--- src/hw/rtl/sclm_pkg.sv ---
// ----------------------------------------------------------------------------
// sclm_pkg
// Shared types, constants and the command word table of the command line
// matcher.
// ----------------------------------------------------------------------------
package sclm_pkg;

  // default line capacity (line holds one character less)
  localparam int LINE_CAPACITY_DEF = 16;

  // console control bytes
  localparam logic [7:0] CHAR_BS  = 8'h08;
  localparam logic [7:0] CHAR_DEL = 8'h7F;
  localparam logic [7:0] CHAR_CR  = 8'h0D;
  localparam logic [7:0] CHAR_LF  = 8'h0A;
  localparam logic [7:0] CHAR_NUL = 8'h00;

  // result codes outside the word list
  localparam logic [3:0] CODE_UNKNOWN  = 4'd9;
  localparam logic [3:0] CODE_OVERFLOW = 4'd10;

  // command word table
  localparam int WORD_COUNT = 9;
  localparam int WORD_MAX   = 10;

  localparam logic [3:0] WORD_LEN [WORD_COUNT] = '{
    4'd4, 4'd6, 4'd6, 4'd5, 4'd7, 4'd8, 4'd8, 4'd8, 4'd10
  };

  localparam logic [7:0] WORD_TABLE [WORD_COUNT][WORD_MAX] = '{
    '{"p", "i", "n", "g", 8'h00, 8'h00, 8'h00, 8'h00, 8'h00, 8'h00},
    '{"u", "p", "t", "i", "m", "e", 8'h00, 8'h00, 8'h00, 8'h00},
    '{"h", "e", "a", "l", "t", "h", 8'h00, 8'h00, 8'h00, 8'h00},
    '{"f", "a", "u", "l", "t", 8'h00, 8'h00, 8'h00, 8'h00, 8'h00},
    '{"i", "2", "c", "s", "c", "a", "n", 8'h00, 8'h00, 8'h00},
    '{"o", "l", "e", "d", "p", "i", "n", "g", 8'h00, 8'h00},
    '{"o", "l", "e", "d", "t", "e", "s", "t", 8'h00, 8'h00},
    '{"o", "l", "e", "d", "t", "e", "x", "t", 8'h00, 8'h00},
    '{"o", "l", "e", "d", "r", "e", "n", "d", "e", "r"}
  };

  // character of word w at position i, zero past the table width
  function automatic logic [7:0] word_char(input logic [3:0] w, input logic [3:0] i);
    logic [7:0] ch;
    ch = CHAR_NUL;
    if (i < 4'(WORD_MAX)) begin
      ch = WORD_TABLE[w][i];
    end
    return ch;
  endfunction

  // controller to datapath commands
  typedef struct packed {
    logic append;      // store the input byte at the end of the line
    logic erase;       // drop the last character if any
    logic scan_start;  // begin comparing the line from position zero
    logic scan_step;   // compare one character
    logic set_ovf;     // clear the line and stage the overflow code
    logic load_out;    // move the staged code to the output register
  } sclm_cmd_t;

  // datapath to controller status
  typedef struct packed {
    logic is_term;     // input byte ends a line
    logic is_erase;    // input byte erases one character
    logic len_zero;    // line is empty
    logic len_full;    // line holds its full capacity
    logic scan_last;   // current compare step is the final one
  } sclm_status_t;

endpackage

--- src/hw/rtl/sclm_dp.sv ---
// ----------------------------------------------------------------------------
// sclm_dp
// Datapath: line memory, line length, the character compare against all
// command words at once and the result registers.
// ----------------------------------------------------------------------------
module sclm_dp #(
  parameter int LINE_CAPACITY = sclm_pkg::LINE_CAPACITY_DEF
) (
  input  logic                    clk,
  input  logic                    rst_n,
  input  logic [7:0]              in_rx_byte,
  input  sclm_pkg::sclm_cmd_t     cmd,
  output sclm_pkg::sclm_status_t  status,
  output logic [3:0]              out_result_code
);

  localparam int DEPTH = LINE_CAPACITY - 1;
  localparam int LEN_W = $clog2(LINE_CAPACITY);
  localparam int AW    = $clog2(DEPTH);
  localparam int WC    = sclm_pkg::WORD_COUNT;

  // line memory, entries undefined until written
  logic [7:0]       mem [DEPTH];
  logic [7:0]       q_r;
  logic [AW-1:0]    rd_addr;
  logic [LEN_W-1:0] rd_idx;

  logic [LEN_W-1:0] len_r, len_nxt;
  logic [LEN_W-1:0] idx_r, idx_nxt;
  logic [WC-1:0]    mask_r, mask_nxt;
  logic [3:0]       pend_code_r, pend_code_nxt;
  logic [3:0]       out_code_r;

  logic             char_zero;
  logic             scan_last;
  logic [WC-1:0]    mask_upd;
  logic [WC-1:0]    mask_fin;
  logic [LEN_W-1:0] used_fin;
  logic [3:0]       match_code;

  // byte class and line status
  assign char_zero = (q_r == sclm_pkg::CHAR_NUL);
  assign scan_last = char_zero || ((idx_r + LEN_W'(1)) == len_r);

  assign status.is_term   = (in_rx_byte == sclm_pkg::CHAR_CR) ||
                            (in_rx_byte == sclm_pkg::CHAR_LF);
  assign status.is_erase  = (in_rx_byte == sclm_pkg::CHAR_BS) ||
                            (in_rx_byte == sclm_pkg::CHAR_DEL);
  assign status.len_zero  = (len_r == '0);
  assign status.len_full  = (len_r == LEN_W'(DEPTH));
  assign status.scan_last = scan_last;

  // read address for the next compare step, kept inside the memory
  always_comb begin
    rd_idx = cmd.scan_start ? '0 : (idx_r + LEN_W'(1));
    if (rd_idx >= LEN_W'(DEPTH)) begin
      rd_addr = '0;
    end else begin
      rd_addr = rd_idx[AW-1:0];
    end
  end

  // memory write and registered read
  always_ff @(posedge clk) begin
    if (cmd.append) begin
      mem[len_r[AW-1:0]] <= in_rx_byte;
    end
    q_r <= mem[rd_addr];
  end

  // compare current character with every word, then pick the match
  always_comb begin
    for (int w = 0; w < WC; w++) begin
      mask_upd[w] = mask_r[w] &&
                    (idx_r < LEN_W'(sclm_pkg::WORD_LEN[w])) &&
                    (q_r == sclm_pkg::word_char(4'(w), idx_r[3:0]));
    end
    mask_fin   = char_zero ? mask_r : mask_upd;
    used_fin   = char_zero ? idx_r : (idx_r + LEN_W'(1));
    match_code = sclm_pkg::CODE_UNKNOWN;
    for (int w = WC - 1; w >= 0; w--) begin
      if (mask_fin[w] && (used_fin == LEN_W'(sclm_pkg::WORD_LEN[w]))) begin
        match_code = 4'(w);
      end
    end
  end

  // next state of line length, scan position and staged code
  always_comb begin
    len_nxt       = len_r;
    idx_nxt       = idx_r;
    mask_nxt      = mask_r;
    pend_code_nxt = pend_code_r;
    if (cmd.append) begin
      len_nxt = len_r + LEN_W'(1);
    end
    if (cmd.erase && (len_r != '0)) begin
      len_nxt = len_r - LEN_W'(1);
    end
    if (cmd.set_ovf) begin
      len_nxt       = '0;
      pend_code_nxt = sclm_pkg::CODE_OVERFLOW;
    end
    if (cmd.scan_start) begin
      idx_nxt  = '0;
      mask_nxt = '1;
    end
    if (cmd.scan_step) begin
      idx_nxt  = idx_r + LEN_W'(1);
      mask_nxt = mask_upd;
      if (scan_last) begin
        len_nxt       = '0;
        pend_code_nxt = match_code;
      end
    end
  end

  // line length register
  always_ff @(posedge clk) begin
    if (!rst_n) begin
      len_r <= '0;
    end else begin
      len_r <= len_nxt;
    end
  end

  // scan and result payload registers
  always_ff @(posedge clk) begin
    idx_r       <= idx_nxt;
    mask_r      <= mask_nxt;
    pend_code_r <= pend_code_nxt;
    if (cmd.load_out) begin
      out_code_r <= pend_code_r;
    end
  end

  assign out_result_code = out_code_r;

endmodule

--- src/hw/rtl/sclm_ctrl.sv ---
// ----------------------------------------------------------------------------
// sclm_ctrl
// Controller: takes input beats, runs the line compare and hands results
// to the output register.
// ----------------------------------------------------------------------------
module sclm_ctrl (
  input  logic                   clk,
  input  logic                   rst_n,
  input  logic                   in_valid,
  output logic                   in_stall,
  output logic                   out_valid,
  input  logic                   out_stall,
  input  sclm_pkg::sclm_status_t status,
  output sclm_pkg::sclm_cmd_t    cmd
);

  typedef enum logic [1:0] {
    ST_IDLE,
    ST_SCAN,
    ST_WAIT
  } state_t;

  state_t state_r, state_nxt;
  logic   out_valid_r, out_valid_nxt;
  logic   slot_free;

  // output register can take a new beat
  assign slot_free = !out_valid_r || !out_stall;
  assign in_stall  = (state_r != ST_IDLE);
  assign out_valid = out_valid_r;

  // next state and commands
  always_comb begin
    state_nxt     = state_r;
    out_valid_nxt = out_valid_r && out_stall;
    cmd           = '0;
    case (state_r)
      ST_IDLE: begin
        if (in_valid) begin
          if (status.is_term) begin
            if (!status.len_zero) begin
              cmd.scan_start = 1'b1;
              state_nxt      = ST_SCAN;
            end
          end else if (status.is_erase) begin
            cmd.erase = 1'b1;
          end else if (status.len_full) begin
            cmd.set_ovf = 1'b1;
            state_nxt   = ST_WAIT;
          end else begin
            cmd.append = 1'b1;
          end
        end
      end
      ST_SCAN: begin
        cmd.scan_step = 1'b1;
        if (status.scan_last) begin
          state_nxt = ST_WAIT;
        end
      end
      ST_WAIT: begin
        if (slot_free) begin
          cmd.load_out  = 1'b1;
          out_valid_nxt = 1'b1;
          state_nxt     = ST_IDLE;
        end
      end
      default: begin
        state_nxt = ST_IDLE;
      end
    endcase
  end

  // state and output valid
  always_ff @(posedge clk) begin
    if (!rst_n) begin
      state_r     <= ST_IDLE;
      out_valid_r <= 1'b0;
    end else begin
      state_r     <= state_nxt;
      out_valid_r <= out_valid_nxt;
    end
  end

endmodule

--- src/hw/rtl/serial_command_line_matcher_core.sv ---
// ----------------------------------------------------------------------------
// serial_command_line_matcher_core
// Console line editor and command word matcher.
// ----------------------------------------------------------------------------
// Takes one console byte per input beat and keeps a line of up to
// LINE_CAPACITY-1 characters. Backspace or delete drop the last character,
// any other byte except CR and LF is appended, and such a byte at a
// full line clears it and yields the overflow code (10). CR or LF on a
// non-empty line yields the code of the matching command word (0 to 8) or
// unknown (9) and clears the line; the compare ends at the first zero byte
// in the line. Editing bytes leave the input open. A line end is compared
// one character per cycle through the single read port of the line
// memory; after a line end or an overflow the input is stalled until the
// result is in the output register, which also waits while an earlier
// result is still stalled. The line memory needs no clearing after reset.
// ----------------------------------------------------------------------------
module serial_command_line_matcher_core #(
  parameter int LINE_CAPACITY = sclm_pkg::LINE_CAPACITY_DEF
) (
  input  logic       clk,
  input  logic       rst_n,
  input  logic       in_valid,
  output logic       in_stall,
  input  logic [7:0] in_rx_byte,
  output logic       out_valid,
  input  logic       out_stall,
  output logic [3:0] out_result_code
);

  sclm_pkg::sclm_cmd_t    cmd;
  sclm_pkg::sclm_status_t status;

  // control
  sclm_ctrl u_ctrl (
    .clk       (clk),
    .rst_n     (rst_n),
    .in_valid  (in_valid),
    .in_stall  (in_stall),
    .out_valid (out_valid),
    .out_stall (out_stall),
    .status    (status),
    .cmd       (cmd)
  );

  // line storage and compare
  sclm_dp #(
    .LINE_CAPACITY (LINE_CAPACITY)
  ) u_dp (
    .clk             (clk),
    .rst_n           (rst_n),
    .in_rx_byte      (in_rx_byte),
    .cmd             (cmd),
    .status          (status),
    .out_result_code (out_result_code)
  );

endmodule

--- config.mk ---
export PLATFORM = sky130hd
export DESIGN_NAME = serial_command_line_matcher_core
export DESIGN_NICKNAME = d
export VERILOG_FILES = /design/src/hw/rtl/sclm_pkg.sv /design/src/hw/rtl/sclm_dp.sv /design/src/hw/rtl/sclm_ctrl.sv /design/src/hw/rtl/serial_command_line_matcher_core.sv
export SDC_FILE = /design/constraint.sdc
export NUM_CORES = 1
export LEC_CHECK = 0
export BUFFER_PORTS_ARGS = -buffer_cell sky130_fd_sc_hd__buf_2
export CORE_MARGIN = 3
export CORE_UTILIZATION = 55
export DETAILED_ROUTE_END_ITERATION = 8
export PLACE_DENSITY = 0.71
export SYNTH_ARGS = -nofsm -noshare
export SYNTH_HDL_FRONTEND = slang
export SYNTH_SLANG_ARGS = --single-unit
--- constraint.sdc ---
create_clock -name clk -period 7 [get_ports clk]
set_clock_uncertainty 0.1 [all_clocks]
set_input_delay 1.4 -clock clk [delete_from_list [all_inputs] [get_ports clk]]
set_output_delay 1.4 -clock clk [all_outputs]
set_load 0.01 [all_outputs]
==> results_dict.tcl <==
set metrics [dict create \
    status "complete, no violations" \
    timing.fmax_mhz 229 \
    routed_antenna_nets 0 \
    core_um2 13900 \
    count_of_final_max_slew_check_failures 0 \
    synth_top_area_share 0.522 \
    post_cts_buffers 0 \
    post-route-min-period_ns 4.37 \
    place_hpwl_mm 12.1 \
    finalCritPeriodShare 0.625 \
    synth-adder-area-share 0.0238 \
    routed_wire_length_mm 18.9 \
    grt_antenna_before_repair 0 \
    worst_pin_slew_ns 1.00 \
    dr.pass1.iters 5 \
    ir_worst_vdd_uv 221 \
    post_synth_xor_area_fraction 0.0330 \
    die_y_um 126 \
    clkTransAtPathRegs_ns 0.07 \
    synthMostInstantiatedCell "edfxtp_1" \
    cts-resized-gates 0 \
    place_worst_setup_slack_ns 2.15 \
    grt_pass1_vias 5058 \
    synthesis.yosys.warnings 0 \
    clock_sink_count 156 \
    first_pass_grt_wire_length_mm 29.3 \
    mappedNetlistArea_um2 7880 \
    ff_latch_area_um2 4490 \
    layout.nets 639 \
    r2r_slack_ns 2.80 \
    area_delta_synth_final_pct 9.71 \
    critical_path.startpoint_type "input pin" \
    fillCellCount 1078 \
    number_of_hold_slack_violations_in_the_final_timing_report 0 \
    synth.lib_cells_used.distinct 75 \
    max_cap_viol_count 0 \
    dominant_combinational_cell_family_by_area_after_synthesis "simple AND/OR/NAND/NOR gates" \
    netlist_top_cells_count "edfxtp_1, nand2_1, nor2_1" \
    timing.critical_path.fanout_max 21 \
    synth-edff-count 137 \
    post_route_cells_drive_above_1_share 0.139 \
    die-area_um2 15800 \
    mux_contribution_to_synthesized_area 0.0910 \
    groute.usage.overall 0.245 \
    postSynthNetCount 632 \
    synth_area_leader_cell "edfxtp_1" \
    initial_utilization 0.566 \
    pin_count 18 \
    hold_path_class "register to register" \
    critical_path_class "input pin to register" \
    unrepaired_setup_endpoints_after_global_routing "false" \
    insertion_delay_ns 0.43 \
    cts_root_buffer "clkbuf_16" \
    cp.arrival_ns 4.57 \
    power_leakage_nw 3.08 \
    multi_input_area_um2 3140 \
    critPathMaxStageDelay_ns 0.82 \
    gp_weighted_congestion 0.938 \
    critPathCaptureType "register" \
    worstPathRequired_ns 7.20 \
    grt_max_degree 50 \
    cts_htree_levels 4 \
    post-route-drc-count 0 \
    synthArstFlopShare 0 \
    synth_area_in_compound_gates 0.105 \
    via_count 5258 \
    syn_inst 605 \
    avgViaCountPerCell 6.53 \
    die_width_um 126 \
    max_slew_margin 0.331 \
    crit_chain "buf_2, or3b_1, a211o_1, o21ai_4, buf_4, mux4_1, a22oi_1, nand3_1" \
    tritoncts "yes" \
    cpMaxStageDelayCell "o21ai_4" \
    synth.area.top_cells "edfxtp_1, mux4_2, dfxtp_1" \
    clk_path_buf_depth 2 \
    finalSetupTns_ns 0 \
    io_buffer_count 17 \
    setup_ws_ns 2.63 \
    grt_remaining_overflow 0 \
    postSynth.topFlopCell "edfxtp_1" \
    synth_simple_gate_area_share 0.145 \
    antenna_cells_inserted 0 \
    holdBufCountCts 0 \
    total_power_per_unit_cell_area_nw_per_um2 236 \
    finalSetupViolations 0 \
    placementRows 43 \
    cts_made_buffers 17 \
    synth.yosys.seq_area_share 0.570 \
    detail_route.wl_per_cell_um 23.5 \
    synthesis.area_per_instance_um2 13.0 \
    synth-seq-cells 156 \
    drt_iter0_drc 552 \
]
## worst paths after layout
check / end / startpoint / cells after the start
worst max-delay path: u_dp.q_r[4] / in_rx_byte[1] / 8
worst min-delay path: u_dp.out_result_code[0] / u_dp.pend_code_r[0] / 0
worst max register to register: u_dp.q_r[4] / u_dp.idx_r[1] / 9
worst min register to register: u_dp.out_result_code[0] / u_dp.pend_code_r[0] / 0
## final cells by class
| cell class | instances | share of cell area |
|---|---|---|
| repair buffers | 24 | 0.0159 |
| multi-input cells | 401 | 0.363 |
| flip-flops and latches | 156 | 0.520 |
| clock inverters | 13 | 0.0188 |
| clock buffers | 19 | 0.0512 |
| well taps | 180 | 0.0260 |
| inverters | 12 | 0.00521 |
## state kept, by name, indices dropped and copies added (netlist names)
| name | flops |
|---|---|
| u_dp.q_r | 8 |
| u_dp.len_r | 4 |
| u_dp.pend_code_r | 4 |
| u_ctrl.state_r | 2 |
| u_dp.mask_r | 9 |
| u_dp.idx_r | 4 |
| u_ctrl.out_valid | 1 |
| u_dp.out_result_code | 4 |
| u_dp.mem | 120 |
## report_power, final
group | switching [mW] | internal [mW] | leakage, nW
logic | 0.0477 | 0.0274 | 1.38
clock network | 0.382 | 0.544 | 0.290
registers | 0.0132 | 1.02 | 1.41
total | 0.443 | 1.60 | 3.08
## per-layer routing
| layer | vias to the layer above | GRT usage | share of wire |
|---|---|---|---|
| met4 | 0 | 0.0644 | 0.016 |
| met2 | 232 | 0.374 | 0.47 |
| met5 | - | 0 | 0 |
| met1 | 2616 | 0.359 | 0.44 |
| li1 | 2380 | - | - |
| met3 | 30 | 0.0560 | 0.078 |
## worst max-delay path: cells and delay by family
family	cells	cell delay, ns
muxes	1	0.60
buffers and inverters	2	0.66
AOI/OAI and AO/OA	3	1.40
and+or+nand+nor	2	0.49
## cells in the final DEF (no fill, tap or decap), types with 11 or more instances in the layout
cell,instances
inv_1,12
nor2_1,30
nand2_1,46
o21ai_0,19
buf_2,17
a21oi_1,18
xnor2_1,14
nand4_1,11
a22oi_1,14
mux2i_1,12
xor2_1,13
clkbuf_16,17
o211ai_1,12
edfxtp_1,137
mux4_2,18
nand3_1,15
nor2b_1,12
nor3_1,12
ha_1,15
dfxtp_1,19
and2_1,11
## cells by family (layout without fill, tap and decap cells)
group / Yosys count / in the layout
xor+xnor: 28 / 28
compound gates: 116 / 116
buf+inv: 48 / 68
mux: 39 / 39
fa+ha+maj: 15 / 15
flops: 156 / 156
simple gates: 203 / 203
## stage by stage
| step | area [um2] | power, mW | cells | hold slack [ns] | util |
|---|---|---|---|---|---|
| detailed placement | 8040 | 1.13 | 773 | 0.322 | 0.577 |
| finish | 8650 | 2.04 | 805 | 0.341 | 0.621 |
| global placement | 8040 | 1.13 | 773 | 0.326 | 0.577 |
| global route | 8650 | 2.08 | 805 | 0.359 | 0.621 |
| CTS | 8650 | 2.05 | 805 | 0.336 | 0.621 |
| floorplan | 7880 | 1.10 | 605 | 0.308 | - |
(Power assumes the default switching activity.)
